File: src/assert_macros.svh
// Assertion macros shared by the UUID text parser RTL.
// Included by the modules that carry concurrent checks; needs no other file.
`ifndef ASSERT_MACROS_SVH
`define ASSERT_MACROS_SVH

// Check a property on every rising clock edge, masked while reset is high.
`define UUIDP_ASSERT(lbl, clk, rst, prop, msg) \
   lbl: assert property (@(posedge clk) disable iff (rst) (prop)) else $error(msg);

// Check an implication: the consequent must hold on the cycle after the antecedent.
`define UUIDP_ASSERT_NEXT(lbl, clk, rst, ante, cons, msg) \
   lbl: assert property (@(posedge clk) disable iff (rst) (ante) |=> (cons)) else $error(msg);

`endif

File: src/uuidp_pkg.sv
// Types, constants and the hex digit decoder of the UUID text parser.
// Has no dependencies; used by every module except uuidp_port_check.
`timescale 1ns / 1ps

package uuidp_pkg;

   localparam logic [4:0] UUID_BYTES   = 5'd16;
   localparam logic [7:0] HYPHEN_CHAR  = 8'h2D;
   localparam logic [7:0] DIGIT_ZERO   = 8'h30;
   localparam logic [7:0] DIGIT_NINE   = 8'h39;
   localparam logic [7:0] LOWER_A      = 8'h61;
   localparam logic [7:0] LOWER_F      = 8'h66;
   localparam logic [7:0] UPPER_A      = 8'h41;
   localparam logic [7:0] UPPER_F      = 8'h46;
   localparam logic [4:0] DIGIT_BAD    = 5'd16;

   // One character of text with its end-of-string flag
   typedef struct packed {
      logic [7:0] character;
      logic       last_char;
   } char_type;

   // Input register contents handed to the parse core
   typedef struct packed {
      logic     valid;
      char_type item;
   } stage_type;

   // Map a character to its digit value, or DIGIT_BAD for a non-hex character
   function automatic logic [4:0] hex_digit(input logic [7:0] c);
      logic [7:0] d;
      d = 8'd0;
      if (c >= DIGIT_ZERO && c <= DIGIT_NINE) begin
         d = c - DIGIT_ZERO;
         return d[4:0];
      end
      if (c >= LOWER_A && c <= LOWER_F) begin
         d = c - LOWER_A + 8'd10;
         return d[4:0];
      end
      if (c >= UPPER_A && c <= UPPER_F) begin
         d = c - UPPER_A + 8'd10;
         return d[4:0];
      end
      return DIGIT_BAD;
   endfunction

endpackage

File: src/uuidp_if.sv
// Valid/ready channel interfaces of the UUID text parser: request and response.
// Depends on uuidp_pkg for nothing but shares the project style.
`timescale 1ns / 1ps

interface uuidp_req_if;
   logic       valid;
   logic       ready;
   logic [7:0] character;
   logic       last_char;

   modport source (output valid, output character, output last_char, input ready);
   modport sink   (input valid, input character, input last_char, output ready);
endinterface

interface uuidp_rsp_if;
   logic        valid;
   logic        ready;
   logic        parse_ok;
   logic [63:0] uuid_high;
   logic [63:0] uuid_low;

   modport source (output valid, output parse_ok, output uuid_high, output uuid_low,
                   input ready);
   modport sink   (input valid, input parse_ok, input uuid_high, input uuid_low,
                   output ready);
endinterface

File: src/uuid_text_parser.sv
// Top level of the UUID text parser: input register, parse core, port checks.
// Depends on uuidp_pkg, uuidp_if.sv, uuidp_in_reg, uuidp_core and uuidp_port_check.
//
//   Port      Dir   Carries
//   req_bus   in    character (8b), last_char (1b), valid/ready
//   rsp_bus   out   parse_ok (1b), uuid_high (64b), uuid_low (64b), valid/ready
//
// One character per cycle is accepted unless a stalled response holds a last
// character; a response passes the input register, then the response register.
// A single parse step lies between the two registers.
// Reset is synchronous and clears all parser state and both valid flags.
// A stalled response holds only a last character in the input register, and the
// input behind it; other characters keep flowing.
`timescale 1ns / 1ps

module uuid_text_parser (
   input  logic        clock,
   input  logic        reset,
   uuidp_req_if.sink   req_bus,
   uuidp_rsp_if.source rsp_bus
);

   uuidp_pkg::stage_type stage;
   logic                 advance;

   // Capture incoming characters
   uuidp_in_reg u_in_reg (
      .clock   (clock),
      .reset   (reset),
      .req_bus (req_bus),
      .advance (advance),
      .stage   (stage)
   );

   // Parse and hold the response
   uuidp_core u_core (
      .clock   (clock),
      .reset   (reset),
      .stage   (stage),
      .advance (advance),
      .rsp_bus (rsp_bus)
   );

   // Watch the ports
   uuidp_port_check u_check (
      .clock     (clock),
      .reset     (reset),
      .req_valid (req_bus.valid),
      .req_ready (req_bus.ready),
      .req_last  (req_bus.last_char),
      .rsp_valid (rsp_bus.valid),
      .rsp_ready (rsp_bus.ready)
   );

endmodule

File: src/uuidp_in_reg.sv
// Input register of the UUID text parser: captures one request per cycle unless the held one stalls.
// Depends on uuidp_pkg and the request interface in uuidp_if.sv.
`timescale 1ns / 1ps

module uuidp_in_reg (
   input  logic                  clock,
   input  logic                  reset,
   uuidp_req_if.sink             req_bus,
   input  logic                  advance,
   output uuidp_pkg::stage_type  stage
);

   logic                 valid_ff;
   logic                 valid_in;
   uuidp_pkg::char_type  item_ff;
   uuidp_pkg::char_type  item_in;
   logic                 take;

   // Accept when empty or when the held character moves on this cycle
   assign req_bus.ready = !valid_ff || advance;
   assign take          = req_bus.valid && req_bus.ready;

   // Load a new character, or drop the held one once it advances
   always_comb begin
      valid_in = valid_ff;
      item_in  = item_ff;
      if (take) begin
         valid_in          = 1'b1;
         item_in.character = req_bus.character;
         item_in.last_char = req_bus.last_char;
      end else if (advance) begin
         valid_in = 1'b0;
      end
   end

   always_ff @(posedge clock) begin
      if (reset) begin
         valid_ff <= 1'b0;
      end else begin
         valid_ff <= valid_in;
      end
   end

   always_ff @(posedge clock) begin
      item_ff <= item_in;
   end

   assign stage.valid = valid_ff;
   assign stage.item  = item_ff;

endmodule

File: src/uuidp_core.sv
// Parse core: per-character state update and the response register.
// Depends on uuidp_pkg, the response interface and assert_macros.svh.
`timescale 1ns / 1ps
`include "assert_macros.svh"

module uuidp_core (
   input  logic                  clock,
   input  logic                  reset,
   input  uuidp_pkg::stage_type  stage,
   output logic                  advance,
   uuidp_rsp_if.source           rsp_bus
);

   logic [4:0]  bytes_done_ff,    bytes_done_in;
   logic        second_nibble_ff, second_nibble_in;
   logic        hyphen_taken_ff,  hyphen_taken_in;
   logic        error_seen_ff,    error_seen_in;
   logic [63:0] high_ff,          high_in;
   logic [63:0] low_ff,           low_in;
   logic        out_valid_ff,     out_valid_in;
   logic        parse_ok_ff,      parse_ok_in;
   logic [63:0] uuid_high_ff,     uuid_high_in;
   logic [63:0] uuid_low_ff,      uuid_low_in;
   logic [4:0]  digit;
   logic        is_hyphen;
   logic        ok;

   // A last character needs the response register free; others always move
   assign advance = stage.valid &&
                    (!stage.item.last_char || !out_valid_ff || rsp_bus.ready);

   assign digit     = uuidp_pkg::hex_digit(stage.item.character);
   assign is_hyphen = (stage.item.character == uuidp_pkg::HYPHEN_CHAR);

   // Step the parser by one character
   always_comb begin
      bytes_done_in    = bytes_done_ff;
      second_nibble_in = second_nibble_ff;
      hyphen_taken_in  = hyphen_taken_ff;
      error_seen_in    = error_seen_ff;
      high_in          = high_ff;
      low_in           = low_ff;
      if (!error_seen_ff) begin
         if (bytes_done_ff >= uuidp_pkg::UUID_BYTES) begin
            if (!is_hyphen) error_seen_in = 1'b1;
         end else if (!second_nibble_ff && is_hyphen) begin
            if (hyphen_taken_ff) error_seen_in = 1'b1;
            else                 hyphen_taken_in = 1'b1;
         end else if (digit == uuidp_pkg::DIGIT_BAD) begin
            error_seen_in = 1'b1;
         end else begin
            high_in = {high_ff[59:0], low_ff[63:60]};
            low_in  = {low_ff[59:0], digit[3:0]};
            if (second_nibble_ff) begin
               second_nibble_in = 1'b0;
               hyphen_taken_in  = 1'b0;
               bytes_done_in    = bytes_done_ff + 5'd1;
            end else begin
               second_nibble_in = 1'b1;
            end
         end
      end
   end

   assign ok = !error_seen_in && (bytes_done_in == uuidp_pkg::UUID_BYTES) &&
               !second_nibble_in;

   // Load the response on the last character; release it when taken
   always_comb begin
      out_valid_in = out_valid_ff;
      parse_ok_in  = parse_ok_ff;
      uuid_high_in = uuid_high_ff;
      uuid_low_in  = uuid_low_ff;
      if (rsp_bus.ready) out_valid_in = 1'b0;
      if (advance && stage.item.last_char) begin
         out_valid_in = 1'b1;
         parse_ok_in  = ok;
         uuid_high_in = ok ? high_in : 64'd0;
         uuid_low_in  = ok ? low_in  : 64'd0;
      end
   end

   // Parser state: advance per character, clear after the last one
   always_ff @(posedge clock) begin
      if (reset) begin
         bytes_done_ff    <= 5'd0;
         second_nibble_ff <= 1'b0;
         hyphen_taken_ff  <= 1'b0;
         error_seen_ff    <= 1'b0;
         high_ff          <= 64'd0;
         low_ff           <= 64'd0;
         out_valid_ff     <= 1'b0;
      end else begin
         out_valid_ff <= out_valid_in;
         if (advance && stage.item.last_char) begin
            bytes_done_ff    <= 5'd0;
            second_nibble_ff <= 1'b0;
            hyphen_taken_ff  <= 1'b0;
            error_seen_ff    <= 1'b0;
            high_ff          <= 64'd0;
            low_ff           <= 64'd0;
         end else if (advance) begin
            bytes_done_ff    <= bytes_done_in;
            second_nibble_ff <= second_nibble_in;
            hyphen_taken_ff  <= hyphen_taken_in;
            error_seen_ff    <= error_seen_in;
            high_ff          <= high_in;
            low_ff           <= low_in;
         end
      end
   end

   always_ff @(posedge clock) begin
      parse_ok_ff  <= parse_ok_in;
      uuid_high_ff <= uuid_high_in;
      uuid_low_ff  <= uuid_low_in;
   end

   assign rsp_bus.valid     = out_valid_ff;
   assign rsp_bus.parse_ok  = parse_ok_ff;
   assign rsp_bus.uuid_high = uuid_high_ff;
   assign rsp_bus.uuid_low  = uuid_low_ff;

   `UUIDP_ASSERT(a_byte_count_range, clock, reset,
      bytes_done_ff <= uuidp_pkg::UUID_BYTES, "byte count past sixteen")
   `UUIDP_ASSERT(a_nibble_needs_room, clock, reset,
      !second_nibble_ff || (bytes_done_ff < uuidp_pkg::UUID_BYTES),
      "half byte after sixteen bytes")
   `UUIDP_ASSERT(a_failed_is_zero, clock, reset,
      !out_valid_ff || parse_ok_ff || (uuid_high_ff == 64'd0 && uuid_low_ff == 64'd0),
      "failed response carries a value")
   `UUIDP_ASSERT_NEXT(a_clear_after_last, clock, reset,
      advance && stage.item.last_char,
      bytes_done_ff == 5'd0 && !second_nibble_ff && !hyphen_taken_ff &&
      !error_seen_ff && out_valid_ff,
      "state not cleared after last character")

endmodule

File: src/uuidp_top_dummy_guard.sv
// Response-side occupancy check of the UUID text parser, port view only.
// Depends on assert_macros.svh only.
`timescale 1ns / 1ps
`include "assert_macros.svh"

module uuidp_port_check (
   input  logic        clock,
   input  logic        reset,
   input  logic        req_valid,
   input  logic        req_ready,
   input  logic        req_last,
   input  logic        rsp_valid,
   input  logic        rsp_ready
);

   logic [1:0] pending_ff;
   logic [1:0] pending_in;
   logic       last_in;
   logic       last_out;

   // Count last characters accepted whose response is not yet taken
   assign last_in  = req_valid && req_ready && req_last;
   assign last_out = rsp_valid && rsp_ready;

   always_comb begin
      pending_in = pending_ff;
      case ({last_in, last_out})
         2'b10:   pending_in = pending_ff + 2'd1;
         2'b01:   pending_in = pending_ff - 2'd1;
         default: pending_in = pending_ff;
      endcase
   end

   always_ff @(posedge clock) begin
      if (reset) begin
         pending_ff <= 2'd0;
      end else begin
         pending_ff <= pending_in;
      end
   end

   `UUIDP_ASSERT(a_no_spurious_rsp, clock, reset,
      !rsp_valid || pending_ff != 2'd0, "response without a finished string")
   `UUIDP_ASSERT(a_pending_bound, clock, reset,
      pending_ff <= 2'd2, "more than two strings in flight")
   `UUIDP_ASSERT_NEXT(a_rsp_hold, clock, reset,
      rsp_valid && !rsp_ready, rsp_valid, "response dropped while stalled")

endmodule

File: src/flat_wrapper.sv
// flat-port wrapper written by rule: the top's interface ports become plain ports
module uuid_text_parser_flat 
  (clock, reset, req_bus_valid, req_bus_character, req_bus_last_char, req_bus_ready, rsp_bus_valid, rsp_bus_parse_ok, rsp_bus_uuid_high, rsp_bus_uuid_low, rsp_bus_ready);
  uuidp_req_if req_bus_i ();
  uuidp_rsp_if rsp_bus_i ();
  input  logic clock;
  input  logic reset;
  input wire logic [$bits(req_bus_i.valid)-1:0] req_bus_valid;
  input wire logic [$bits(req_bus_i.character)-1:0] req_bus_character;
  input wire logic [$bits(req_bus_i.last_char)-1:0] req_bus_last_char;
  output wire logic [$bits(req_bus_i.ready)-1:0] req_bus_ready;
  output wire logic [$bits(rsp_bus_i.valid)-1:0] rsp_bus_valid;
  output wire logic [$bits(rsp_bus_i.parse_ok)-1:0] rsp_bus_parse_ok;
  output wire logic [$bits(rsp_bus_i.uuid_high)-1:0] rsp_bus_uuid_high;
  output wire logic [$bits(rsp_bus_i.uuid_low)-1:0] rsp_bus_uuid_low;
  input wire logic [$bits(rsp_bus_i.ready)-1:0] rsp_bus_ready;
  assign req_bus_i.valid = req_bus_valid;
  assign req_bus_i.character = req_bus_character;
  assign req_bus_i.last_char = req_bus_last_char;
  assign req_bus_ready = req_bus_i.ready;
  assign rsp_bus_valid = rsp_bus_i.valid;
  assign rsp_bus_parse_ok = rsp_bus_i.parse_ok;
  assign rsp_bus_uuid_high = rsp_bus_i.uuid_high;
  assign rsp_bus_uuid_low = rsp_bus_i.uuid_low;
  assign rsp_bus_i.ready = rsp_bus_ready;
  uuid_text_parser u_core (.clock(clock), .reset(reset), .req_bus(req_bus_i), .rsp_bus(rsp_bus_i));
endmodule
File: config.mk
export PLATFORM = sky130hd
export DESIGN_NAME = uuid_text_parser_flat
export DESIGN_NICKNAME = d
export VERILOG_FILES = /design/src/uuidp_pkg.sv /design/src/uuidp_if.sv /design/src/uuid_text_parser.sv /design/src/uuidp_in_reg.sv /design/src/uuidp_core.sv /design/src/uuidp_top_dummy_guard.sv /design/src/flat_wrapper.sv
export VERILOG_INCLUDE_DIRS = /design/src /design/src/src
export SDC_FILE = /design/constraint.sdc
export NUM_CORES = 1
export LEC_CHECK = 0
export ABC_AREA = 0
export BUFFER_PORTS_ARGS = -buffer_cell sky130_fd_sc_hd__buf_2
export CORE_UTILIZATION = 52
export DETAILED_ROUTE_END_ITERATION = 7
export HOLD_SLACK_MARGIN = 0.12
export PLACE_DENSITY = 0.8
export SYNTH_ARGS = -nofsm -noshare
export SYNTH_HDL_FRONTEND = slang
export SYNTH_SLANG_ARGS = --single-unit
export TNS_END_PERCENT = 100
File: constraint.sdc
create_clock -name clock -period 6.1 [get_ports clock]
set_input_delay 1.525 -clock clock [delete_from_list [all_inputs] [get_ports clock]]
set_output_delay 1.525 -clock clock [all_outputs]
set_load 0.1 [all_outputs]
==> run_results.csv <==
group,metric,value,unit
run_status,outcome,"completed",
critical_path,path_class,"reg -> reg",
placed_design,port_buffers,143,
clock_tree,clkSinkCount,276,
floorplan,die_y,151.2,µm
power_and_ir_drop,p_total,3.872,mW
critical_path,critPathMaxFanout,87,
global_routing,grt_pass1_wl,39500,µm
flow_run,drv_cap,0,
timing,worst_pin_slew,1202,ps
synthesis,ys_async_sr_fraction,0,%
drt,viasPerCell,5.457,
synthesis,synth.avg_cell_area,9.422,µm²
finish,final_cells,1625,
drt,drtAntennaViolNets,0,
clock_tree,cts_made_buffers,28,
clock_tree,clock_path_buffers,3,
timing,fin_skew,25.29,ps
timing,fin_crit,4103,ps
synthesis,syn_nets,1247,
floorplan,ios,144,
drt,avgRoutedWirePerCell,15.35,µm
clock_tree,cts_hold_buf,0,
timing,hold_viol,0,
clock_tree,cts.htree.levels,1,
timing,max-slew-margin-rel,19.88,%
timing,fin_crit_sh,67.26,%
synthesis,ys_types,49,
finish,layout_common_cells,"506 x nand2_1, 149 x a21oi_1, 143 x buf_2, 138 x dfxtp_1, 138 x edfxtp_1",
synthesis,syn_area,11580,µm²
finish,final_common_cell,"nand2_1",
floorplan,start_util,53.06,%
finish,area_growth,15.13,%
floorplan,die_w,151.2,µm
global_routing,grt_pass1_vias,7957,
synthesis,synth-seq-area-share,59.64,%
global_routing,antenna_found_initial,0,
placed_design,dp_worst_setup_slack,1635,ps
drt,num_vias,8868,
clock_tree,cts_resized,0,
placed_design,gp_congestion,0.7972,
clock_tree,cts_setup_buffers,0,
finish,nets,1341,
clock_tree,cts.clk_slew.worst_paths,70,ps
global_routing,grt_usage,21.46,%
floorplan,core-area,21820,µm²
drt,drt_iter0_drc,787,
floorplan,dieArea,22870,µm²
clock_tree,cts_tree,"done",
global_routing,grt-ovfl-total,0,
synthesis,synth_flop_cell,"edfxtp_1",
finish,drive_above_1_share,23.42,%
synthesis,syn-instance-count,1229,
synthesis,ys_ff_latch,276,
clock_tree,insertion_delay,540,ps
timing,rsz0062_at_grt,"false",
critical_path,crit_path_start_kind,"flop",
floorplan,std_cell_rows,54,
drt,drtPass1Iterations,5,
critical_path,critical_path_required,6350,ps
power_and_ir_drop,p_per_area,290.4,nW/µm²
timing,setup_tns,0,ps
worst_hold_path,worst_hold_path_type,"reg -> reg",
timing,worst_slack,1997,ps
drt,drc_errors,0,
timing,maxSlewViolCount,0,
timing,fmax,243.7,MHz
power_and_ir_drop,power.leakage,4.457,nW
synthesis,synth_warnings,0,
critical_path,cp-end-kind,"flop",
synthesis,synth_edf_count,138,
finish,diodes,0,
global_routing,grt_max_degree,101,
placed_design,place_inst,1573,
clock_tree,cts-root-buf,"clkbuf_16",
drt,wl,24940,µm
timing,setup_viol,0,
critical_path,arrival,4350,ps
placed_design,dpl.hpwl,14340,µm
power_and_ir_drop,ir_worst_vdd,236.1,µV
==> power by group <==
group / total (mW) / internal, mW / switching (mW)
combinational: 0.130 / 0.0188 / 0.111
sequential: 1.96 / 1.95 / 0.00733
clock: 1.79 / 1.08 / 0.710
total: 3.87 / 3.04 / 0.829
==> path summary, 6_finish.rpt <==
check | from | slack (ps) | endpoint | cells past startpoint
max | u_core.u_in_reg.stage[4]$_DFFE_PP_ | 2000 | u_core.u_core.rsp_bus.uuid_low[57]$_SDFFCE_PN0P_ | 7
min | u_core.u_core.high_ff[63]$_SDFFE_PP0P_ | 460 | u_core.u_core.high_ff[63]$_SDFFE_PP0P_ | 2
min reg2reg | u_core.u_core.high_ff[63]$_SDFFE_PP0P_ | 460 | u_core.u_core.high_ff[63]$_SDFFE_PP0P_ | 2
max reg2reg | u_core.u_in_reg.stage[4]$_DFFE_PP_ | 2000 | u_core.u_core.rsp_bus.uuid_low[57]$_SDFFCE_PN0P_ | 7
==> registers in the layout, indices dropped and copies added, names as in the netlist <==
name and cells:
u_core.u_core.bytes_done_ff 5, u_core.u_core.error_seen_ff 1, u_core.u_core.high_ff 64, u_core.u_core.hyphen_taken_ff 1, u_core.u_core.low_ff 64, u_core.u_core.rsp_bus.parse_ok 1
u_core.u_core.rsp_bus.uuid_high 64, u_core.u_core.rsp_bus.uuid_low 64, u_core.u_core.rsp_bus.valid 1, u_core.u_core.second_nibble_ff 1, u_core.u_in_reg.stage 9, u_core.u_in_reg.valid_ff 1
==> cell families after synthesis <==
| kind of cell | Yosys count | share of synthesized area (%) |
|---|---|---|
| mux | 2 | 0.1729 |
| xor+xnor | 3 | 0.2269 |
| buf+inv | 97 | 3.955 |
| fa+ha+maj | 5 | 0.5402 |
| compound gates | 290 | 16.80 |
| flops | 276 | 59.64 |
| simple gates | 556 | 18.66 |
==> cell type report <==
cell class                 count  area, µm²
clock buffer                  41      832.0
clock inverter                11      146.4
inverter                       8      30.03
sequential                   276       6907
timing repair buffer         153      815.8
fill                        1735       8492
multi-input combinational    856       4250
tap                          280      350.3
==> routing by layer <==
layer | routed length [µm] | part of all wire, % | GRT usage [%] | vias to the layer above
met5 | 0 | 0 | 0 | -
met3 | 1534 | 6.2 | 2.922 | 32
met1 | 10920 | 44 | 30.22 | 4247
met2 | 12060 | 48 | 34.98 | 272
li1 | - | - | - | 4317
met4 | 431 | 1.7 | 5.200 | 0
==> critical path, stage by stage, from the launching register on <==
cell      delay [ps]
edfxtp_1         500
or4b_4           540
a311o_2          460
a21oi_4          910
a311o_1          310
a211o_4          380
buf_12           490
a21oi_1          130
==> Yosys cell counts, drive strengths merged (2+ instances only) <==
cell      n  area, µm²
a211o     2      17.52
a211oi    5      37.54
a21oi   256       1690
a311o     2      21.27
a31oi     2      12.51
a32oi     2      17.52
and3      2      12.51
buf      24      183.9
clkbuf   65      244.0
dfxtp   138       2763
edfxtp  138       4144
ha        5      62.56
inv       8      30.03
mux2i     2      20.02
nand2   506       1899
nand3     4      20.02
nand4     3      18.77
nor2     22      82.58
nor2b     3      18.77
nor3      6      30.03
o211ai    2      15.01
o21ai     9      45.04
o21bai    2      15.01
or2       3      18.77
xnor2     3      26.28
==> through the flow <==
step	util, %	hold slack [ps]	area (µm²)
final	61.09	457.3	13330
after global routing	61.09	479.0	13330
after CTS	61.09	459.2	13330
after detailed placement	56.60	450.7	12350
after global placement	56.60	441.9	12350
after floorplan	-	436.6	11580
Note: power is estimated with default switching activity, not from simulation.
